$ cat src/design/cidr_pkg.sv
// Shared types, character codes and result codes for the IPv4 CIDR text analyzer.
// Used by the line accumulator, the result decoder, the top level and the checker.
package cidr_pkg;

    // Field widths and limits.
    localparam int CHAR_W        = 8;
    localparam int VALUE_W       = 10;
    localparam int COUNT_W       = 5;
    localparam int INDEX_W       = 3;
    localparam int NUM_OCTETS    = 4;
    localparam int ADDR_W        = 32;
    localparam int PREFIX_W      = 6;
    localparam int MAX_LINE_CHARS_DEF = 18;

    localparam logic [VALUE_W-1:0] VALUE_MAX = '1;
    localparam logic [COUNT_W-1:0] COUNT_MAX = '1;
    localparam logic [INDEX_W-1:0] INDEX_MAX = '1;

    // Character codes of interest.
    localparam logic [CHAR_W-1:0] CHAR_NL    = 8'h0A;
    localparam logic [CHAR_W-1:0] CHAR_SPACE = 8'h20;
    localparam logic [CHAR_W-1:0] CHAR_DOT   = 8'h2E;
    localparam logic [CHAR_W-1:0] CHAR_SLASH = 8'h2F;
    localparam logic [CHAR_W-1:0] CHAR_ZERO  = 8'h30;
    localparam logic [CHAR_W-1:0] CHAR_NINE  = 8'h39;

    // Result status codes; the first failing check wins.
    typedef enum logic [3:0] {
        ST_OK       = 4'd0,
        ST_BAD_CHAR = 4'd1,
        ST_TOO_LONG = 4'd2,
        ST_FORMAT   = 4'd3,
        ST_OCTET1   = 4'd4,
        ST_OCTET2   = 4'd5,
        ST_OCTET3   = 4'd6,
        ST_OCTET4   = 4'd7,
        ST_PREFIX   = 4'd8
    } status_t;

    typedef enum logic [2:0] {
        CLASS_A    = 3'd0,
        CLASS_B    = 3'd1,
        CLASS_C    = 3'd2,
        CLASS_D    = 3'd3,
        CLASS_E    = 3'd4,
        CLASS_NONE = 3'd5
    } addr_class_t;

    typedef enum logic [2:0] {
        TYPE_PUBLIC    = 3'd0,
        TYPE_PRIVATE   = 3'd1,
        TYPE_LOCALHOST = 3'd2,
        TYPE_MULTICAST = 3'd3,
        TYPE_BROADCAST = 3'd4
    } addr_type_t;

    // Running state of the current text line.
    typedef struct packed {
        logic [INDEX_W-1:0]                   field_index;
        logic                                 digit_seen;
        logic [VALUE_W-1:0]                   field_value;
        logic [NUM_OCTETS-1:0][VALUE_W-1:0]   octet_store;
        logic [COUNT_W-1:0]                   char_count;
        logic                                 bad_char_flag;
    } line_state_t;

    // One decoded result.
    typedef struct packed {
        status_t              status;
        logic [ADDR_W-1:0]    address;
        logic [PREFIX_W-1:0]  prefix_len;
        logic [ADDR_W-1:0]    network_addr;
        logic [ADDR_W-1:0]    host_addr;
        addr_class_t          addr_class;
        addr_type_t           addr_type;
    } result_t;

endpackage

$ cat src/design/cidr_line_acc.sv
// Line accumulator: parses one character per step into field values and counters.
// Depends on cidr_pkg for the state struct and character codes.
module cidr_line_acc (
    input  logic                        aclk,
    input  logic                        aresetn,
    input  logic                        step_en,
    input  logic [cidr_pkg::CHAR_W-1:0] char_code,
    output cidr_pkg::line_state_t       line_state
);
    import cidr_pkg::*;

    line_state_t                state_reg;
    line_state_t                state_next;
    logic [VALUE_W+3:0]         acc_value;
    logic [3:0]                 digit_val;
    logic [COUNT_W-1:0]         count_bumped;

    // Decimal accumulate of the next digit, before saturation.
    assign digit_val    = 4'(char_code - CHAR_ZERO);
    assign acc_value    = ({4'd0, state_reg.field_value} << 3)
                        + ({4'd0, state_reg.field_value} << 1)
                        + {(VALUE_W)'(0), digit_val};
    assign count_bumped = (state_reg.char_count < COUNT_MAX)
                        ? state_reg.char_count + 1'b1 : state_reg.char_count;

    // Next-state logic for one character.
    always_comb begin
        state_next = state_reg;
        if (step_en) begin
            priority if (char_code == CHAR_NL) begin
                state_next = '0;
            end else if (char_code == CHAR_DOT || char_code == CHAR_SLASH) begin
                if (state_reg.field_index < INDEX_W'(NUM_OCTETS)) begin
                    state_next.octet_store[state_reg.field_index[1:0]] =
                        state_reg.field_value;
                end
                if (state_reg.field_index < INDEX_MAX) begin
                    state_next.field_index = state_reg.field_index + 1'b1;
                end
                state_next.field_value = '0;
                state_next.digit_seen  = 1'b0;
                state_next.char_count  = count_bumped;
            end else if (char_code == CHAR_SPACE) begin
                state_next = state_reg;
            end else if (char_code == CHAR_ZERO && !state_reg.digit_seen) begin
                state_next = state_reg;
            end else if (char_code >= CHAR_ZERO && char_code <= CHAR_NINE) begin
                state_next.field_value = (acc_value > {4'd0, VALUE_MAX})
                                       ? VALUE_MAX : acc_value[VALUE_W-1:0];
                state_next.digit_seen  = 1'b1;
                state_next.char_count  = count_bumped;
            end else begin
                state_next.bad_char_flag = 1'b1;
            end
        end
    end

    // State register; cleared by reset and after every newline.
    always_ff @(posedge aclk) begin
        if (!aresetn) begin
            state_reg <= '0;
        end else begin
            state_reg <= state_next;
        end
    end

    assign line_state = state_reg;

endmodule

$ cat src/design/cidr_result_dec.sv
// Result decoder: checks a finished line and derives address, mask, class and type.
// Purely combinational; depends on cidr_pkg for the state and result structs.
module cidr_result_dec #(
    parameter int MAX_LINE_CHARS = cidr_pkg::MAX_LINE_CHARS_DEF
) (
    input  cidr_pkg::line_state_t line_state,
    output cidr_pkg::result_t     result
);
    import cidr_pkg::*;

    status_t              status;
    logic [VALUE_W-1:0]   prefix;
    logic [7:0]           o0;
    logic [7:0]           o1;
    logic [7:0]           o2;
    logic [7:0]           o3;
    logic [ADDR_W-1:0]    addr;
    logic [ADDR_W-1:0]    mask;
    addr_class_t          cls;
    addr_type_t           typ;

    assign prefix = line_state.field_value;

    // Status checks in priority order.
    always_comb begin
        priority if (line_state.bad_char_flag) begin
            status = ST_BAD_CHAR;
        end else if (line_state.char_count > COUNT_W'(MAX_LINE_CHARS)) begin
            status = ST_TOO_LONG;
        end else if (line_state.field_index != INDEX_W'(NUM_OCTETS)) begin
            status = ST_FORMAT;
        end else if (line_state.octet_store[0] > VALUE_W'(255)) begin
            status = ST_OCTET1;
        end else if (line_state.octet_store[1] > VALUE_W'(255)) begin
            status = ST_OCTET2;
        end else if (line_state.octet_store[2] > VALUE_W'(255)) begin
            status = ST_OCTET3;
        end else if (line_state.octet_store[3] > VALUE_W'(255)) begin
            status = ST_OCTET4;
        end else if (prefix > VALUE_W'(32)) begin
            status = ST_PREFIX;
        end else begin
            status = ST_OK;
        end
    end

    // Address and prefix mask; octets are in range whenever status is ok.
    assign o0   = line_state.octet_store[0][7:0];
    assign o1   = line_state.octet_store[1][7:0];
    assign o2   = line_state.octet_store[2][7:0];
    assign o3   = line_state.octet_store[3][7:0];
    assign addr = {o0, o1, o2, o3};
    assign mask = ~({ADDR_W{1'b1}} >> prefix[PREFIX_W-1:0]);

    // Class by the leading bits of the first octet; loopback has no class.
    always_comb begin
        priority if (o0 >= 8'd240) begin
            cls = CLASS_E;
        end else if (o0 >= 8'd224) begin
            cls = CLASS_D;
        end else if (o0 >= 8'd192) begin
            cls = CLASS_C;
        end else if (o0 >= 8'd128) begin
            cls = CLASS_B;
        end else if (o0 != 8'd127) begin
            cls = CLASS_A;
        end else begin
            cls = CLASS_NONE;
        end
    end

    // Address type; the first matching rule wins.
    always_comb begin
        priority if (o0 == 8'd255 && o1 == 8'd255 && o2 == 8'd255 && o3 == 8'd255
                     && prefix == VALUE_W'(32)) begin
            typ = TYPE_BROADCAST;
        end else if (o0 >= 8'd224 && o0 <= 8'd239) begin
            typ = TYPE_MULTICAST;
        end else if (o0 == 8'd127) begin
            typ = TYPE_LOCALHOST;
        end else if ((o0 == 8'd10 && prefix == VALUE_W'(8))
                  || (o0 == 8'd192 && o1 == 8'd168 && prefix == VALUE_W'(16))
                  || (o0 == 8'd172 && prefix == VALUE_W'(12)
                      && o1 >= 8'd16 && o1 <= 8'd31)) begin
            typ = TYPE_PRIVATE;
        end else begin
            typ = TYPE_PUBLIC;
        end
    end

    // Everything but the status reads as zero on a failed line.
    always_comb begin
        result        = '0;
        result.status = status;
        if (status == ST_OK) begin
            result.address      = addr;
            result.prefix_len   = prefix[PREFIX_W-1:0];
            result.network_addr = addr & mask;
            result.host_addr    = addr & ~mask;
            result.addr_class   = cls;
            result.addr_type    = typ;
        end
    end

endmodule

$ cat src/design/ipv4_cidr_text_analyzer.sv
// A newline request passes through the input register and then the result register, whose
// output drives m_valid; the result is loaded when the newline leaves the input register.
// Throughput: one character per cycle; a newline waits in the input register only while
// an earlier result is still held by a low m_ready. Other characters never wait.
// Reset (aresetn low, synchronous) empties both registers and clears the line state.
// Top level of the IPv4 CIDR text analyzer; depends on cidr_pkg, cidr_line_acc and
// cidr_result_dec.
module ipv4_cidr_text_analyzer #(
    parameter int MAX_LINE_CHARS = cidr_pkg::MAX_LINE_CHARS_DEF
) (
    input  logic                          aclk,
    input  logic                          aresetn,
    input  logic                          s_valid,
    output logic                          s_ready,
    input  logic [cidr_pkg::CHAR_W-1:0]   s_char_code,
    output logic                          m_valid,
    input  logic                          m_ready,
    output logic [3:0]                    m_status,
    output logic [cidr_pkg::ADDR_W-1:0]   m_address,
    output logic [cidr_pkg::PREFIX_W-1:0] m_prefix_len,
    output logic [cidr_pkg::ADDR_W-1:0]   m_network_addr,
    output logic [cidr_pkg::ADDR_W-1:0]   m_host_addr,
    output logic [2:0]                    m_addr_class,
    output logic [2:0]                    m_addr_type
);
    import cidr_pkg::*;

    logic                in_valid_reg;
    logic [CHAR_W-1:0]   in_char_reg;
    logic                m_valid_reg;
    result_t             res_reg;
    result_t             res_next;
    line_state_t         line_state;
    logic                is_nl;
    logic                out_free;
    logic                in_adv;

    // The held character moves on unless it is a newline facing a full result register.
    assign is_nl    = (in_char_reg == CHAR_NL);
    assign out_free = !m_valid_reg || m_ready;
    assign in_adv   = in_valid_reg && (!is_nl || out_free);
    assign s_ready  = !in_valid_reg || in_adv;

    // Input register.
    always_ff @(posedge aclk) begin
        if (!aresetn) begin
            in_valid_reg <= 1'b0;
        end else if (s_ready) begin
            in_valid_reg <= s_valid;
        end
    end

    always_ff @(posedge aclk) begin
        if (s_valid && s_ready) begin
            in_char_reg <= s_char_code;
        end
    end

    cidr_line_acc u_acc (
        .aclk       (aclk),
        .aresetn    (aresetn),
        .step_en    (in_adv),
        .char_code  (in_char_reg),
        .line_state (line_state)
    );

    cidr_result_dec #(
        .MAX_LINE_CHARS (MAX_LINE_CHARS)
    ) u_dec (
        .line_state (line_state),
        .result     (res_next)
    );

    // Result register, loaded when a newline leaves the input register.
    always_ff @(posedge aclk) begin
        if (!aresetn) begin
            m_valid_reg <= 1'b0;
        end else if (in_adv && is_nl) begin
            m_valid_reg <= 1'b1;
        end else if (m_ready) begin
            m_valid_reg <= 1'b0;
        end
    end

    always_ff @(posedge aclk) begin
        if (in_adv && is_nl) begin
            res_reg <= res_next;
        end
    end

    assign m_valid        = m_valid_reg;
    assign m_status       = res_reg.status;
    assign m_address      = res_reg.address;
    assign m_prefix_len   = res_reg.prefix_len;
    assign m_network_addr = res_reg.network_addr;
    assign m_host_addr    = res_reg.host_addr;
    assign m_addr_class   = res_reg.addr_class;
    assign m_addr_type    = res_reg.addr_type;

endmodule

$ cat config.mk
export PLATFORM = sky130hd
export DESIGN_NAME = ipv4_cidr_text_analyzer
export DESIGN_NICKNAME = d
export VERILOG_FILES = /design/src/design/cidr_pkg.sv /design/src/design/cidr_line_acc.sv /design/src/design/cidr_result_dec.sv /design/src/design/ipv4_cidr_text_analyzer.sv
export SDC_FILE = /design/constraint.sdc
export NUM_CORES = 1
export LEC_CHECK = 0
export BUFFER_PORTS_ARGS = -buffer_cell sky130_fd_sc_hd__buf_4
export CORE_UTILIZATION = 45
export CTS_CLUSTER_SIZE = 30
export DETAILED_ROUTE_END_ITERATION = 16
export PLACE_DENSITY = 0.65
export SLEW_MARGIN = 20
export SYNTH_ARGS = -nofsm -noshare
export SYNTH_HDL_FRONTEND = slang
export SYNTH_SLANG_ARGS = --single-unit
$ cat constraint.sdc
create_clock -name aclk -period 11.5 [get_ports aclk]
set_clock_uncertainty 0.2 [all_clocks]
set_input_delay 0 -clock aclk [delete_from_list [all_inputs] [get_ports aclk]]
set_output_delay 0 -clock aclk [all_outputs]
set_load 0.02 [all_outputs]
## After elaboration in Yosys (flattened, before gate mapping)

Cells that the tools add are included.

- Flip-flop bits (word level): 182
- Output and inout bits: 114

- $add $sub $neg: 5
- Order comparisons: 21
- Eq/ne operators: 26
- Shift-type cells: 1
- Mux-type cells: 35
- Bitwise operators: 5
- Reduce and logical (&&, ||, !) cells: 39

Operator list:

| operator | count |
|---|---|
| $and A32 B32 Y32 | 2 |
| $not A32 Y32 | 2 |
| $mux W60 | 1 |
| $mux W59 | 1 |
| $mux W57 | 1 |
| $eq A8 B8 Y1 const B | 7 |
| $bwmux W40 | 1 |
| $gt A10 B8 Y1 const B | 4 |
| $mux W40 | 1 |
| $eq A8 B6 Y1 const B | 4 |
| $ge A8 B8 Y1 const B | 4 |
| $mux W4 | 8 |
| $shr A32 B6 Y32 const A | 1 |
| $mux W3 | 9 |
| $mux W11 | 2 |
| $demux W10 S2 | 1 |
| $eq A10 B4 Y1 const B | 2 |
| $mux W10 | 2 |
| $logic_and A1 B1 Y1 | 17 |
| $eq A8 B4 Y1 const B | 2 |
| $add A13 B11 Y14 | 1 |
| $add A14 B4 Y14 | 1 |
| $gt A14 B10 Y1 const B | 1 |
| $eq A10 B5 Y1 const B | 1 |
| 33 further kinds | 56 |

## Logic depth before layout (Yosys ltp)

Gate-level depths: netlist of run 1.

- Depth after elaboration: 12
- Depth in mapped cells: 11

## Cells and area by module

Synthesis of run 1 repeated with hierarchy kept, for this count alone.

- Cell total of the unflattened synthesis: 754
- Area, all modules: 8358.0 um2

By module, submodules not included:

| module | times used | cells each | area each (um2) | seq. area each (um2) |
|---|---|---|---|---|
| ipv4_cidr_text_analyzer | 1 | 135 | 3756.1 | 3643.5 |
| cidr_line_acc | 1 | 352 | 3066.7 | 1201.2 |
| cidr_result_dec | 1 | 267 | 1535.2 | 0.0 |

## Worst setup path after synthesis of run 1

OpenSTA, ideal clock, no wires.

- Path type: register to register
- Start: register in_char_reg[4]
- End: register res_reg (netlist bit m_addr_class[0]) (enable)
- Setup time: 0.465 ns
- Arrival: 3.719 ns
- Required time: 10.835 ns
- Path slack: 7.116 ns
- Cell stages (with the launch flop): 7
- Path through: edfxtp_1 nor4b_4 nand3_1 or2_1 clkbuf_1 clkbuf_1 inv_1

- Longest elaborated chain between the ends: 5

Ends and longest elaborated chain:

| element | RTL line | source |
|---|---|---|
| start, declared | ipv4_cidr_text_analyzer.sv:29 | `logic [CHAR_W-1:0] in_char_reg;` |
| start signal, assigned | ipv4_cidr_text_analyzer.sv:55 | `in_char_reg <= s_char_code;` |
| $eq A8 B4 Y1 (*) | ipv4_cidr_text_analyzer.sv:39 | `assign is_nl = (in_char_reg == CHAR_NL);` |
| $logic_not A1 Y1 | ipv4_cidr_text_analyzer.sv:41 | `assign in_adv = in_valid_reg && (!is_nl \|\| out_free);` |
| $logic_or A1 B1 Y1 | ipv4_cidr_text_analyzer.sv:41 |  |
| $logic_and A1 B1 Y1 | ipv4_cidr_text_analyzer.sv:41 |  |
| $logic_and A1 B1 Y1 (*) | ipv4_cidr_text_analyzer.sv:86 | `if (in_adv && is_nl) begin` |
| end signal, assigned | ipv4_cidr_text_analyzer.sv:87 | `res_reg <= res_next;` |
| end, declared | ipv4_cidr_text_analyzer.sv:31 | `result_t res_reg;` |

Every way passes the cells marked *; elsewhere a longest branch is shown, timed or not.
A chain may end at the register's enable or synchronous reset.

## Worst setup path in the final report of run 1

- Start: register u_acc.state_reg (netlist bit u_acc.line_state[46])
- End: register u_acc.state_reg (netlist bit u_acc.line_state[49])

- Longest elaborated chain between the ends: 9

Ends and longest elaborated chain:

| element | RTL line | source |
|---|---|---|
| start, declared | cidr_line_acc.sv:12 | `line_state_t state_reg;` |
| start signal, assigned | cidr_line_acc.sv:63 | `state_reg <= state_next;` |
| $add A13 B11 Y14 (*) | cidr_line_acc.sv:21 | `+ ({4'd0, state_reg.field_value} << 1)` |
| $add A14 B4 Y14 (*) | cidr_line_acc.sv:22 | `+ {(VALUE_W)'(0), digit_val};` |
| $gt A14 B10 Y1 | cidr_line_acc.sv:48 | `state_next.field_value = (acc_value > {4'd0, VALUE_MAX})` |
| $mux W10 (*) | cidr_line_acc.sv:49 | `? VALUE_MAX : acc_value[VALUE_W-1:0];` |
| $mux W11 (*) | cidr_line_acc.sv:47 | `end else if (char_code >= CHAR_ZERO && char_code <= CHAR_NINE) begin` |
| $mux W11 (*) | cidr_line_acc.sv:45 | `end else if (char_code == CHAR_ZERO && !state_reg.digit_seen) begin` |
| $mux W57 (*) | cidr_line_acc.sv:43 | `end else if (char_code == CHAR_SPACE) begin` |
| $mux W59 (*) | cidr_line_acc.sv:32 | `end else if (char_code == CHAR_DOT \|\| char_code == CHAR_SLASH) begin` |
| $mux W60 (*) | cidr_line_acc.sv:30 | `priority if (char_code == CHAR_NL) begin` |

Every way passes the cells marked *; elsewhere a longest branch is shown, timed or not. The select of a mux whose other input is x is not followed.

==> reports/results.tsv, run 1 <==
metric	value	unit
status	finished clean	
grt_pass1_wl	34300	µm
firstDrtPassIters	5	
finalHoldViolations	0	
clkTransAtPathRegs	60	ps
post_cts_buffers	0	
ys_ff_latch	182	
maxSlewViolCount	0	
yosysTopAreaCellShare	41.6	%
arrival	3750	ps
finalSetupTns	0	ps
first_global_vias	6407	
synth.cell_area	8650	µm²
largest_reg_flops	60	
areaGrowthSynthToFinish	20.3	%
synth_fp_nets	852	
gp_congestion	0.842	
ant_nets	0	
drv_cap	0	
crit_path_start_kind	flip-flop	
multi_input_area	3450	µm²
synth_common_cells	120 x edfxtp_1, 80 x a21oi_1, 65 x nand2_1	
dieWidth	141	µm
nets	960	
cts_num_sinks	182	
stdcell_area	10400	µm²
synth_cell_types	73	
ctsResizeCount	0	
final_layout_size_suffix_gt1_share	20.9	%
crit_family	adder cells	
rsz0062_at_grt	no	
yosysTopAreaCell	edfxtp_1	
antenna_found_initial	0	
finalPower	1310	µW
port_buffers	125	
path_max_fanout	14	
vias	6800	
crit_required	11590	ps
ys_async_sr_fraction	0	%
cts_buffers	17	
drtIter0Drc	700	
seq_area_frac_synth	56.0	%
slowest_stage	dfxtp_1	
cp.buffers_inverters	2	
cts-root-buf	clkbuf_16	
core_region_area	18800	µm²
setup.worst_path.class	reg2reg	
synth.area.top_cells	edfxtp_1 42%, dfxtp_1 14%, a21oi_1 4.6%	
drt-total-wl	21800	µm
synth_edf_count	120	
cts_tree	yes	
cp_cell_sequence	inv_1 -> fa_1 -> inv_1 -> ha_1 -> a211oi_2 -> nor2_1 -> o21ai_0 -> o21ai_0 -> nor4_4 -> a311oi_1	
synth_most_common_cell	edfxtp_1	
p_leak	0.00427	µW
ios	126	
fmax	273	MHz
clockBufferDepth	2	
min_period_over_period	31.8	%
n_antenna_cell	0	
initial_core_util	46.1	%
whs	80.8	ps
worst_slew_margin_rel	37.3	%
yosys_warnings	0	
die_h	141	µm
grt_overflow	0	
period_needed	3660	ps
drc	0	
routedWlPerCell	18.7	µm
num-fill-cells	1660	
setup.worst_path.end_class	flip-flop	
synth_top_flop_cell	edfxtp_1	
tightestPinTransition	941	ps
synthCells	813	
holdBufCountCts	12	
hold_path_class	in2reg	
dp_hpwl	14500	µm
setup_viol	0	
die-area	19800	µm²
placed_cell_area	9700	µm²
num_rows	50	
htreeDepth	4	
slowest_delay	670	ps
clkLatencyLatePin	430	ps
viasPerCell	5.83	
regArea	4840	µm²
avgSynthCellArea	10.6	µm²
grt.total_usage	22.4	%
powerDensity	126	nW/µm²
irDropWorstVdd	110	µV
grt_max_degree	78	
## routing by layer
layer	vias to the layer above	track usage [%]	routed length [µm]
li1	3247	-	-
met1	3304	29.6	9590
met2	218	36.8	10600
met3	31	4.52	1170
met4	0	7.49	363
met5	-	0	0
## through the flow
step           worst slack (ps)  cells  util, %
2_1_floorplan              7120    813        -
3_3_place_gp               7950   1124     51.7
3_5_place_dp               7800   1124     51.7
4_1_cts                    7780   1167     55.5
5_1_grt                    7410   1167     55.5
6_report                   7840   1167     55.5
## cells in the final DEF, fill, tap and decap left out, drive strengths merged, types with 4 or more instances in the layout
master	instances
nor4b	7
nor2	43
dlygate4sd3	12
dfxtp	62
nor3b	4
nand3	52
clkinv	6
nand2	67
nand4	54
edfxtp	120
and2	34
a21oi	81
or2	4
nor4	7
and3	32
inv	22
o211a	6
o21ai	22
clkbuf	18
or3	4
o21a	5
nand4b	5
ha	25
nor2b	5
o31ai	4
nand2b	4
a211oi	12
nor3	31
buf	137
## area by class of cell
| cell class | instances | share of cell area (%) |
|---|---|---|
| repair buffers | 149 | 11.0 |
| clock inverters | 13 | 1.50 |
| clock buffers | 18 | 4.12 |
| well taps | 234 | 2.81 |
| flip-flops and latches | 182 | 46.5 |
| inverters | 21 | 0.781 |
| multi-input cells | 550 | 33.2 |
## power by group
| group | switching [µW] | internal [µW] |
|---|---|---|
| Sequential | 3.42 | 692 |
| Clock | 249 | 339 |
| Combinational | 13.2 | 10.0 |
## path summary, 6_finish.rpt
path | from | end | slack [ps] | cells after the start
setup / recovery | u_acc.line_state[46] | u_acc.line_state[49] | 7840 | 10
hold / removal | s_char_code[6] | in_char_reg[6] | 80 | 2
setup reg to reg | u_acc.line_state[46] | u_acc.line_state[49] | 7840 | 10
hold reg to reg | u_acc.line_state[45] | u_acc.line_state[45] | 270 | 2
## kinds of logic (layout without fill, tap and decap cells)
family / Yosys count / after routing / synth area share, %
AND/OR/NAND/NOR: 363 / 363 / 23.8
flip-flops: 182 / 182 / 56.0
AO/OA/AOI/OAI: 152 / 152 / 11.1
buffers and inverters: 81 / 201 / 4.16
adder cells (fa/ha/maj): 27 / 27 / 4.08
XOR/XNOR: 5 / 5 / 0.506
multiplexers: 3 / 3 / 0.347
Power figures use the tool's default switching activity.
==> inputs of run 2 (changes only) <==
Clock period 11.5 ns to 3.73 ns, I/O delays scaled along.
==> run 2 against run 1 <==
Utilization rose by 0.57 points. Clock-buffer cell count decreased by 1. Largest power group unchanged. Setup slack worse by 7500 ps. Non-clock buffer count rose by 13. Die area unchanged. Register-to-register slack got worse by 7500 ps. Maximum frequency grew 7.8%. Highest routed layer unchanged. Critical path depth is the same. Via count increased by 0.54%. First-iteration DRC count down 33%. Sequential share of layout area shrank 0.47 points. Global-route usage is 0.31 points lower.
==> reports/results.tsv, run 2 (same netlist as run 1, synthesis figures left out) <==
metric	value	unit	change
drc	0		unchanged
antenna_found_initial	0		unchanged
largest_reg_flops	60		unchanged
num_rows	50		unchanged
firstDrtPassIters	6		+1
slowest_stage	fa_1		
mostFrequentLayoutCells	148 x buf_4, 120 x edfxtp_1, 80 x a21oi_1, 65 x nand2_1, 62 x dfxtp_1		
setup_viol	0		unchanged
viasPerCell	5.79		-0.65%
crit_required	3810	ps	-7780 ps
path_max_fanout	10		-4
fmax	295	MHz	+7.8%
min_period_over_period	91.0	%	+59 points
hold_path_class	in2reg		
cts_tree	yes		
crit_path_start_kind	flip-flop		
clkTransAtPathRegs	70	ps	about the same
clockBufferDepth	2		unchanged
nets	973		+1.4%
p_clk_share	44.0	%	-1.0 points
areaGrowthSynthToFinish	21.5	%	
grt_max_degree	67		-14%
grt_overflow	0		unchanged
dp_hpwl	14600	µm	+0.36%
worst_slew_margin_rel	35.5	%	-1.8 points
gp_congestion	0.850		+0.93%
internal_power	3100	µW	+200%
arrival	3480	ps	-270 ps
setup.worst_path.end_class	flip-flop		
finalSetupTns	0	ps	unchanged
drtIter0Drc	468		-33%
htreeDepth	4		unchanged
ant_nets	0		unchanged
dieWidth	141	µm	unchanged
p_switching	859	µW	+220%
initial_core_util	46.1	%	unchanged
instances_no_fill	1181		+1.2%
slowest_delay	600	ps	-70 ps
die-area	19800	µm²	unchanged
tightestPinTransition	967	ps	+26.4 ps
cts_num_sinks	182		unchanged
routedWlPerCell	18.3	µm	-2.2%
p_comb_share	1.8	%	about the same
dp_cells	1137		+1.2%
rsz0062_at_grt	no		
grt.total_usage	22.1	%	-0.31 points
n_antenna_cell	0		unchanged
swShare	21.7	%	+1.4 points
post_cts_buffers	0		unchanged
finalHoldViolations	0		unchanged
port_buffers	125		unchanged
p_seq_share	54.1	%	+0.9 points
status	finished clean		
cts-root-buf	clkbuf_16		
ctsResizeCount	0		unchanged
clkLatencyLatePin	440	ps	about the same
cp_cell_sequence	inv_1 -> fa_1 -> inv_1 -> ha_1 -> a211oi_2 -> nor2_1 -> o21ai_0 -> o21ai_0 -> nor4_4 -> a311oi_1		
drt-total-wl	21600	µm	-1.0%
drv_cap	0		unchanged
cts_buffers	17		unchanged
setup.worst_path.class	reg2reg		
vias	6837		+0.54%
first_global_vias	6338		-1.1%
final_layout_size_suffix_gt1_share	22.4	%	+1.5 points
core_region_area	18800	µm²	unchanged
p_leak	0.00432	µW	+1.1%
powerDensity	377	nW/µm²	+200%
layout_commonest_cell	buf_4		
grt_pass1_wl	33600	µm	-2.0%
ios	126		unchanged
maxSlewViolCount	0		unchanged
period_needed	3390	ps	-265 ps
rrSetupSlack	340	ps	-7510 ps
die_h	141	µm	unchanged
irDropWorstVdd	323	µV	+190%
run 2: final timing paths:
check	start	to	cells after the start
setup / recovery	in_char_reg[3]	u_acc.line_state[53]	10
hold / removal	s_char_code[6]	in_char_reg[6]	2
setup reg to reg	in_char_reg[3]	u_acc.line_state[53]	10
hold reg to reg	u_acc.line_state[44]	u_acc.line_state[44]	2
run 2: area by class of cell:
class	instances	area, µm²
inverter	21	82.6
clock inverter	15	143
clock buffer	17	425
timing repair buffer	162	1270
multi-input combinational	550	3450
fill	1654	8250
tap	234	293
sequential	182	4840
run 2: per-layer routing:
layer,part of all wire (%),track usage [%]
met1,44,28.9
met2,48,35.6
met3,6.1,4.65
met5,0,0
met4,2.6,9.15
run 2: repair_timing:
action,4_1_cts,5_1_grt
hold buffers,12,0
endpoints found under the hold margin,24,0
setup endpoints to repair,0,0
run 2: metrics by stage:
stage	util, %	setup slack, ps	total power [µW]	instance area, µm²	hold WS [ps]
finish	56.0	336	3960	10500	78.2
global route	56.0	17.5	4060	10500	75.1
CTS	56.0	317	3980	10500	67.8
detailed placement	52.4	331	2250	9830	-20.7
global placement	52.4	420	2250	9830	-21.7
floorplan	-	38.6	2230	8660	-101
run 2: worst max-delay path: cells and delay by family (launching register included):
family | cells | cell delay (ps)
and+or+nand+nor | 2 | 580
AOI/OAI and AO/OA | 4 | 880
buffers and inverters | 2 | 160
adders and majority gates | 2 | 910
DFF | 1 | 480
run 2: power groups by stage:
stage	combinational, µW	sequential (µW)	clock [µW]
global placement	62.0	2190	0
floorplan	42.5	2190	0
CTS	72.5	2140	1760
finish	73.0	2140	1740
detailed placement	62.3	2190	0
global route	79.6	2140	1840
